<file path="config.mk">
export PLATFORM = sky130hd
export DESIGN_NAME = elliptic_light_blend
export DESIGN_NICKNAME = d
export VERILOG_FILES = /design/src/hdl/elb_pkg.sv /design/src/hdl/elliptic_light_blend.sv
export SDC_FILE = /design/constraint.sdc
export NUM_CORES = 2
export LEC_CHECK = 0
export BUFFER_PORTS_ARGS = -buffer_cell sky130_fd_sc_hd__buf_4
export CAP_MARGIN = 20
export CORE_MARGIN = 1
export CORE_UTILIZATION = 55
export CTS_CLUSTER_DIAMETER = 50
export DETAILED_ROUTE_END_ITERATION = 8
export HOLD_SLACK_MARGIN = 0.02
export PLACE_DENSITY = 0.83
export SLEW_MARGIN = 20
export SYNTH_ARGS = -nofsm -noshare
export SYNTH_HDL_FRONTEND = slang
export SYNTH_SLANG_ARGS = --single-unit
export TNS_END_PERCENT = 20
</file>
<file path="constraint.sdc">
create_clock -name clk -period 10.4 [get_ports clk]
set_input_delay 0.52 -clock clk [delete_from_list [all_inputs] [get_ports clk]]
set_output_delay 0.52 -clock clk [all_outputs]
set_load 0.005 [all_outputs]
</file>
<file path="src/hdl/elb_pkg.sv">
`default_nettype none
// ----------------------------------------------------------------------------
// Elliptic light blend package
// Word types of the pixel and result channels and the register indexes of
// the configuration port.
// ----------------------------------------------------------------------------
package elb_pkg;

  localparam int CFG_INDEX_W = 3;
  localparam int CFG_DATA_W  = 10;

  localparam logic [CFG_INDEX_W-1:0] CFG_SPOT_COL = 3'd0;
  localparam logic [CFG_INDEX_W-1:0] CFG_SPOT_ROW = 3'd1;
  localparam logic [CFG_INDEX_W-1:0] CFG_AXIS_X   = 3'd2;
  localparam logic [CFG_INDEX_W-1:0] CFG_AXIS_Y   = 3'd3;
  localparam logic [CFG_INDEX_W-1:0] CFG_AMOUNT   = 3'd4;

  typedef struct packed {
    logic [7:0] pixel_x;
    logic [6:0] pixel_y;
    logic [7:0] pixel_value;
  } pixel_t;

  typedef struct packed {
    logic [7:0] new_value;
    logic       inside_light;
  } result_t;

endpackage
`default_nettype wire

</file>
<file path="src/hdl/elliptic_light_blend.sv">
`default_nettype none
// ----------------------------------------------------------------------------
// Elliptic light blend
// Adds a signed elliptical light with linear horizontal falloff to a stream
// of grey pixels, saturating the result to 0..255.
// ----------------------------------------------------------------------------
// The block takes one pixel word in every clock cycle and busy never rises.
// Each word comes out on result with done high, in order; the receiver must
// take it in that cycle. It passes through the seven register stages: the
// offsets from the center, their squares, the two cross products of the
// ellipse test, the ellipse decision, the falloff, the amount multiplier and
// the final saturation. The falloff divider runs beside them in stages two
// to five.
module elliptic_light_blend #(
  parameter int IMAGE_WIDTH  = 160,
  parameter int IMAGE_HEIGHT = 120
) (
  input  wire logic                           clk,
  input  wire logic                           rst,
  input  wire logic                           start,
  output logic                                busy,
  input  wire elb_pkg::pixel_t                pixel,
  output logic                                done,
  output elb_pkg::result_t                    result,
  input  wire logic                           cfg_write,
  input  wire logic [elb_pkg::CFG_INDEX_W-1:0] cfg_index,
  input  wire logic [elb_pkg::CFG_DATA_W-1:0]  cfg_data
);

  logic signed [9:0] spot_col;
  logic signed [9:0] spot_row;
  logic [6:0]        axis_x;
  logic [6:0]        axis_y;
  logic signed [8:0] amount;
  logic [13:0]       rx_sq;
  logic [13:0]       ry_sq;

  function automatic logic [8:0] div_step(input logic [7:0] r, input logic [7:0] d);
    logic [8:0] t;
    t = {r, 1'b0};
    if (t >= {1'b0, d}) begin
      div_step = {1'b1, 8'(t - {1'b0, d})};
    end else begin
      div_step = {1'b0, t[7:0]};
    end
  endfunction

  always_ff @(posedge clk) begin
    if (rst) begin
      spot_col <= '0;
      spot_row <= '0;
      axis_x   <= 7'd1;
      axis_y   <= 7'd1;
      amount   <= '0;
    end else if (cfg_write) begin
      case (cfg_index)
        elb_pkg::CFG_SPOT_COL: spot_col <= cfg_data;
        elb_pkg::CFG_SPOT_ROW: spot_row <= cfg_data;
        elb_pkg::CFG_AXIS_X:   axis_x   <= cfg_data[6:0];
        elb_pkg::CFG_AXIS_Y:   axis_y   <= cfg_data[6:0];
        elb_pkg::CFG_AMOUNT:   amount   <= cfg_data[8:0];
        default: begin
        end
      endcase
    end
  end

  always_ff @(posedge clk) begin
    rx_sq <= axis_x * axis_x;
    ry_sq <= axis_y * axis_y;
  end

  assign busy = 1'b0;

  logic [7:0] divisor;
  assign divisor = {1'b0, axis_x} + 8'd1;

  // Stage 1: offsets from the center and the coarse range checks.
  logic signed [10:0] dx_c;
  logic signed [10:0] dy_c;
  logic [10:0]        adx_c;
  logic [10:0]        ady_c;
  logic               in_image_c;

  always_comb begin
    dx_c       = $signed({3'b000, pixel.pixel_x}) - $signed({spot_col[9], spot_col});
    dy_c       = $signed({4'b0000, pixel.pixel_y}) - $signed({spot_row[9], spot_row});
    adx_c      = dx_c[10] ? 11'(-dx_c) : 11'(dx_c);
    ady_c      = dy_c[10] ? 11'(-dy_c) : 11'(dy_c);
    in_image_c = (int'(pixel.pixel_x) < IMAGE_WIDTH) && (int'(pixel.pixel_y) < IMAGE_HEIGHT);
  end

  logic       s1_valid;
  logic       s1_cand;
  logic [6:0] s1_adx;
  logic [6:0] s1_ady;
  logic [7:0] s1_val;

  always_ff @(posedge clk) begin
    if (rst) begin
      s1_valid <= 1'b0;
    end else begin
      s1_valid <= start && !busy;
    end
    s1_cand <= in_image_c && (ady_c <= {4'b0000, axis_y}) && (adx_c <= 11'd127);
    s1_adx  <= adx_c[6:0];
    s1_ady  <= ady_c[6:0];
    s1_val  <= pixel.pixel_value;
  end

  // Stage 2: squares and the first two divider steps.
  logic [8:0] s2_st1;
  logic [8:0] s2_st2;

  always_comb begin
    s2_st1 = div_step({1'b0, s1_adx}, divisor);
    s2_st2 = div_step(s2_st1[7:0], divisor);
  end

  logic        s2_valid;
  logic        s2_cand;
  logic        s2_adx0;
  logic [13:0] s2_adx2;
  logic [13:0] s2_rem;
  logic [7:0]  s2_val;
  logic [7:0]  s2_r;
  logic [1:0]  s2_q;

  always_ff @(posedge clk) begin
    if (rst) begin
      s2_valid <= 1'b0;
    end else begin
      s2_valid <= s1_valid;
    end
    s2_cand <= s1_cand;
    s2_adx0 <= (s1_adx == 7'd0);
    s2_adx2 <= s1_adx * s1_adx;
    s2_rem  <= ry_sq - 14'(s1_ady * s1_ady);
    s2_val  <= s1_val;
    s2_r    <= s2_st2[7:0];
    s2_q    <= {s2_st1[8], s2_st2[8]};
  end

  // Stage 3: cross products of the ellipse test, divider steps three and four.
  logic [8:0] s3_st1;
  logic [8:0] s3_st2;

  always_comb begin
    s3_st1 = div_step(s2_r, divisor);
    s3_st2 = div_step(s3_st1[7:0], divisor);
  end

  logic        s3_valid;
  logic        s3_cand;
  logic        s3_adx0;
  logic        s3_ry0;
  logic [27:0] s3_lhs;
  logic [27:0] s3_rhs;
  logic [7:0]  s3_val;
  logic [7:0]  s3_r;
  logic [3:0]  s3_q;

  always_ff @(posedge clk) begin
    if (rst) begin
      s3_valid <= 1'b0;
    end else begin
      s3_valid <= s2_valid;
    end
    s3_cand <= s2_cand;
    s3_adx0 <= s2_adx0;
    s3_ry0  <= (ry_sq == 14'd0);
    s3_lhs  <= s2_adx2 * ry_sq;
    s3_rhs  <= s2_rem * rx_sq;
    s3_val  <= s2_val;
    s3_r    <= s3_st2[7:0];
    s3_q    <= {s2_q, s3_st1[8], s3_st2[8]};
  end

  // Stage 4: ellipse decision, divider steps five and six.
  logic [8:0] s4_st1;
  logic [8:0] s4_st2;

  always_comb begin
    s4_st1 = div_step(s3_r, divisor);
    s4_st2 = div_step(s4_st1[7:0], divisor);
  end

  logic       s4_valid;
  logic       s4_lit;
  logic [7:0] s4_val;
  logic [7:0] s4_r;
  logic [5:0] s4_q;

  always_ff @(posedge clk) begin
    if (rst) begin
      s4_valid <= 1'b0;
    end else begin
      s4_valid <= s3_valid;
    end
    s4_lit <= s3_cand && (s3_ry0 ? s3_adx0 : (s3_lhs <= s3_rhs));
    s4_val <= s3_val;
    s4_r   <= s4_st2[7:0];
    s4_q   <= {s3_q, s4_st1[8], s4_st2[8]};
  end

  // Stage 5: last divider steps and the falloff.
  logic [8:0] s5_st1;
  logic [8:0] s5_st2;

  always_comb begin
    s5_st1 = div_step(s4_r, divisor);
    s5_st2 = div_step(s5_st1[7:0], divisor);
  end

  logic       s5_valid;
  logic       s5_lit;
  logic [7:0] s5_val;
  logic [8:0] s5_falloff;

  always_ff @(posedge clk) begin
    if (rst) begin
      s5_valid <= 1'b0;
    end else begin
      s5_valid <= s4_valid;
    end
    s5_lit     <= s4_lit;
    s5_val     <= s4_val;
    s5_falloff <= 9'd256 - {1'b0, s4_q, s5_st1[8], s5_st2[8]};
  end

  // Stage 6: scaled amount.
  logic              s6_valid;
  logic              s6_lit;
  logic [7:0]        s6_val;
  logic signed [18:0] s6_prod;

  always_ff @(posedge clk) begin
    if (rst) begin
      s6_valid <= 1'b0;
    end else begin
      s6_valid <= s5_valid;
    end
    s6_lit  <= s5_lit;
    s6_val  <= s5_val;
    s6_prod <= amount * $signed({1'b0, s5_falloff});
  end

  // Stage 7: division by 256 toward zero, blend and saturation.
  logic signed [18:0] biased_c;
  logic signed [9:0]  add_c;
  logic signed [10:0] sum_c;
  logic [7:0]         sat_c;

  always_comb begin
    biased_c = s6_prod[18] ? (s6_prod + 19'sd255) : s6_prod;
    add_c    = biased_c[17:8];
    sum_c    = $signed({3'b000, s6_val}) + $signed({add_c[9], add_c});
    if (sum_c[10]) begin
      sat_c = 8'd0;
    end else if (sum_c > 11'sd255) begin
      sat_c = 8'd255;
    end else begin
      sat_c = sum_c[7:0];
    end
  end

  always_ff @(posedge clk) begin
    if (rst) begin
      done <= 1'b0;
    end else begin
      done <= s6_valid;
    end
    result.new_value    <= s6_lit ? sat_c : s6_val;
    result.inside_light <= s6_lit;
  end

  a_latency: assert property (@(posedge clk) disable iff (rst)
    (start && !busy) |-> ##7 done)
    else $error("A started word did not come out after seven cycles.");

  a_pass_through: assert property (@(posedge clk) disable iff (rst)
    (done && !result.inside_light) |-> (result.new_value == $past(pixel.pixel_value, 7)))
    else $error("An unlit word did not keep its grey level.");

  a_lit_in_image: assert property (@(posedge clk) disable iff (rst)
    (done && result.inside_light) |->
      ((int'($past(pixel.pixel_x, 7)) < IMAGE_WIDTH) &&
       (int'($past(pixel.pixel_y, 7)) < IMAGE_HEIGHT)))
    else $error("A word outside the image was lit.");

endmodule
`default_nettype wire
</file>
==> run_results.csv <==
group,metric,value,unit
logic_synthesis,synth_top_family_by_area,"adder cells",
routing,wire_per_inst,15.6,um
logic_synthesis,synth_area_leader_cell,"fa_1",
die,rows,88,
die,dieWidth,243,um
setup_path,arrival,6.70,ns
logic_synthesis,synth.cell_area,32000,sq um
setup_path,cpMaxStageDelayCell,"dfxtp_1",
worst_hold_path,min_path_type,"primary input to flop",
final_layout,instances_no_fill,4338,
logic_synthesis,syn-instance-count,3518,
global_routing,gr-total-overflow,0,
sta,worstMarginPinSlew,0.948,ns
final_layout,seq_area,6050,sq um
place,gp_congestion,0.879,
die,fp.coreArea,57600,sq um
logic_synthesis,synth_cell_types,69,
setup_path,path_delay_family,"adder cells",
setup_path,reg2reg_depth,20,
global_routing,antenna_found_initial,0,
final_layout,drive_above_1_share,5.37,%
setup_path,cp_slowest_stage_delay,0.76,ns
final_layout,layout_commonest_cell,"inv_1",
setup_path,critPathBufInv,3,
logic_synthesis,synth_edf_count,0,
setup_path,worstReg2RegEnd,"s3_lhs[27]",
die,initial_utilization,55.6,%
setup_path,cp-startpoint,"ry_sq[6]",
routing,routed_wl,67700,um
logic_synthesis,synthMuxAreaShare,1.49,%
place,portBuffers,49,
logic_synthesis,ys.flop_type,"dfxtp_1",
setup_path,critPathCaptureType,"flop",
place,hpwlAfterDp,53500,um
final_layout,fillers,4644,
routing,num_vias,23500,
setup_path,crit_chain,"nand2_1 > fa_1 > fa_1 > inv_1 > fa_1 > fa_1 > fa_1 > inv_1 > fa_1 > inv_1 > ha_1 > o21ai_0 > a21oi_1 > o21ai_0 > nor2_1 > o21ai_0 > a31oi_1 > a211o_1 > a21oi_1 > xnor2_1",
logic_synthesis,synth_xor_area_share,5.68,%
setup_path,critical_path_class,"flop to flop",
sta,finalCritPeriodShare,59.7,%
logic_synthesis,ys_warn_count,0,
setup_path,critPathLaunchType,"flop",
sta,tns,0,ns
routing,drc_errors,0,
routing,first_iter_violations,1357,
logic_synthesis,yosys.area_share.simple,15.2,%
final_layout,final_cell_mix,"inv_1 (548), ha_1 (474), nand2_1 (415)",
sta,grt_setup_unrepaired,"false",
sta,finClkSkew,0.0302,ns
clock_tree,cts_buffers,43,
sta,clock.fmax,161,MHz
power,cellPowerDensity,226,nW/um^2
final_layout,multi_input_area,23600,sq um
clock_tree,cts_tree,"done",
final_layout,syn_to_final_growth,8.28,%
power,irDropWorstVdd,0.338,mV
setup_path,r2r_slack,4.19,ns
sta,hold_viol,0,
setup_path,cp_max_fo,15,
sta,finalCriticalPeriod,6.21,ns
setup_path,worstReg2RegStart,"ry_sq[6]",
setup_path,crit_cells,20,
setup_path,critical_path.endpoint,"s3_lhs[27]",
die,die_area,59200,sq um
sta,maxSlewHeadroom,36.4,%
clock_tree,cts_root_buf,"clkbuf_16",
logic_synthesis,ys_seq_area_share,18.9,%
job,maxCapViolCount,0,
final_layout,finalNetCount,4433,
global_routing,grt_pass1_vias,24100,
sta,drv_slew,0,
clock_tree,clockBufferDepth,3,
routing,drtPass1Iterations,6,
global_routing,grt_max_degree,51,
logic_synthesis,synth-seq-cells,302,
clock_tree,clkSlewWorstSetupHoldPaths,0.06,ns
logic_synthesis,synthTopCellsByArea,"fa_1 (24%), dfxtp_1 (19%), ha_1 (19%)",
sta,setup_viol,0,
clock_tree,clock_sinks,302,
clock_tree,clkLatencyLatePin,0.58,ns
clock_tree,ctsResizeCount,0,
global_routing,grt_pass1_wl,115000,um
setup_path,cp.required,10.89,ns
logic_synthesis,synth_compound_area_share,8.77,%
die,io_pins,51,
final_layout,antenna_cells,0,
routing,vias_per_cell,5.41,
power,p_leak,17.7,nW
logic_synthesis,syn_avg_cell_area,9.11,sq um
clock_tree,cts_max_level,2,
logic_synthesis,async_reset_ff_share,0,%
place,dp_cells,4252,
routing,ant_nets,0,
logic_synthesis,synthAdderAreaFrac,42.3,%
setup_path,crit_top_cell,"fa_1",
die,fp.dieH,243,um
status,status,"finished clean",
logic_synthesis,synth_top_area_share,23.7,%
global_routing,track_usage,23.6,%
==> layout make-up <==
type	instances	share of cell area, %
clock buffers	48	3.27
repair buffers	64	1.44
multi-input cells	2580	68.0
inverters	548	5.93
clock inverters	31	1.20
flip-flops and latches	302	17.4
well taps	765	2.76
==> cell families (layout without fill, tap and decap cells) <==
kind of cell    after synthesis  count (layout)
compound gates              451             451
fa+ha+maj                   855             855
flops                       302             302
xor+xnor                    208             208
other cells                   1              16
buf+inv                     651             691
mux                          41              41
simple gates               1009            1009
==> worst min path at each step <==
stage,start,to,slack [ns],cells past startpoint
2_1_floorplan,s1_cand,s2_cand,0.31,0
3_3_place_gp,s1_val[7],s2_val[7],0.31,0
3_5_place_dp,s2_adx0,s3_adx0,0.31,0
4_1_cts,pixel[3],s1_val[3],0.04,1
5_1_grt,pixel[3],s1_val[3],0.03,1
6_report,pixel[3],s1_val[3],0.07,1
==> Yosys cell counts, types with 13 or more instances <==
cell type,count
a21o_1,54
a21oi_1,173
a31oi_1,18
and2_1,250
and3_1,17
clkbuf_1,95
dfxtp_1,302
fa_1,380
ha_1,474
inv_1,548
mux2_2,26
nand2_1,415
nand2b_1,20
nand3_1,34
nand4_1,19
nor2_1,143
nor2b_1,29
nor3_1,31
nor4_1,13
o21a_1,18
o21ai_0,73
o21bai_1,36
xnor2_1,158
xor2_1,50
==> routing by layer <==
layer  GRT usage, %  wire length, um  vias up
met4           6.14             1380        0
li1               -                -    11300
met3           3.66             3650      108
met5              0                0        -
met1           31.6            30300    11500
met2           39.7            32300      634
==> sequential cells by signal, summed over array words and instances, names as in the netlist, 10 cells and up <==
register	count
s2_adx2	13
spot_row	10
ry_sq	13
spot_col	10
s2_rem	14
s3_rhs	28
s6_prod	19
s3_lhs	27
rx_sq	13
==> where the power goes <==
group / internal [W] / switching, W
clock: 0.000945 / 0.000619
combinational: 0.00204 / 0.00241
sequential: 0.00146 / 0.000375
==> stage by stage <==
step,hold WS (ns),utilization (%),instance area (sq um),total power [W],setup WS [ns]
after global routing,0.0339,60.3,34700,0.00852,3.77
after global placement,0.309,57.4,33100,0.00606,4.33
after detailed placement,0.312,57.4,33100,0.00622,4.25
after floorplan,0.310,-,32100,0.00522,4.63
final,0.0668,60.3,34700,0.00785,4.19
after CTS,0.0369,60.3,34700,0.00786,4.21
==> timing repair <==
| item | in CTS | in global routing |
|---|---|---|
| buffers inserted | 0 | 0 |
| endpoints found under the hold margin | 7 | 0 |
| hold buffers | 7 | 0 |
Power figures use the tool's default switching activity.
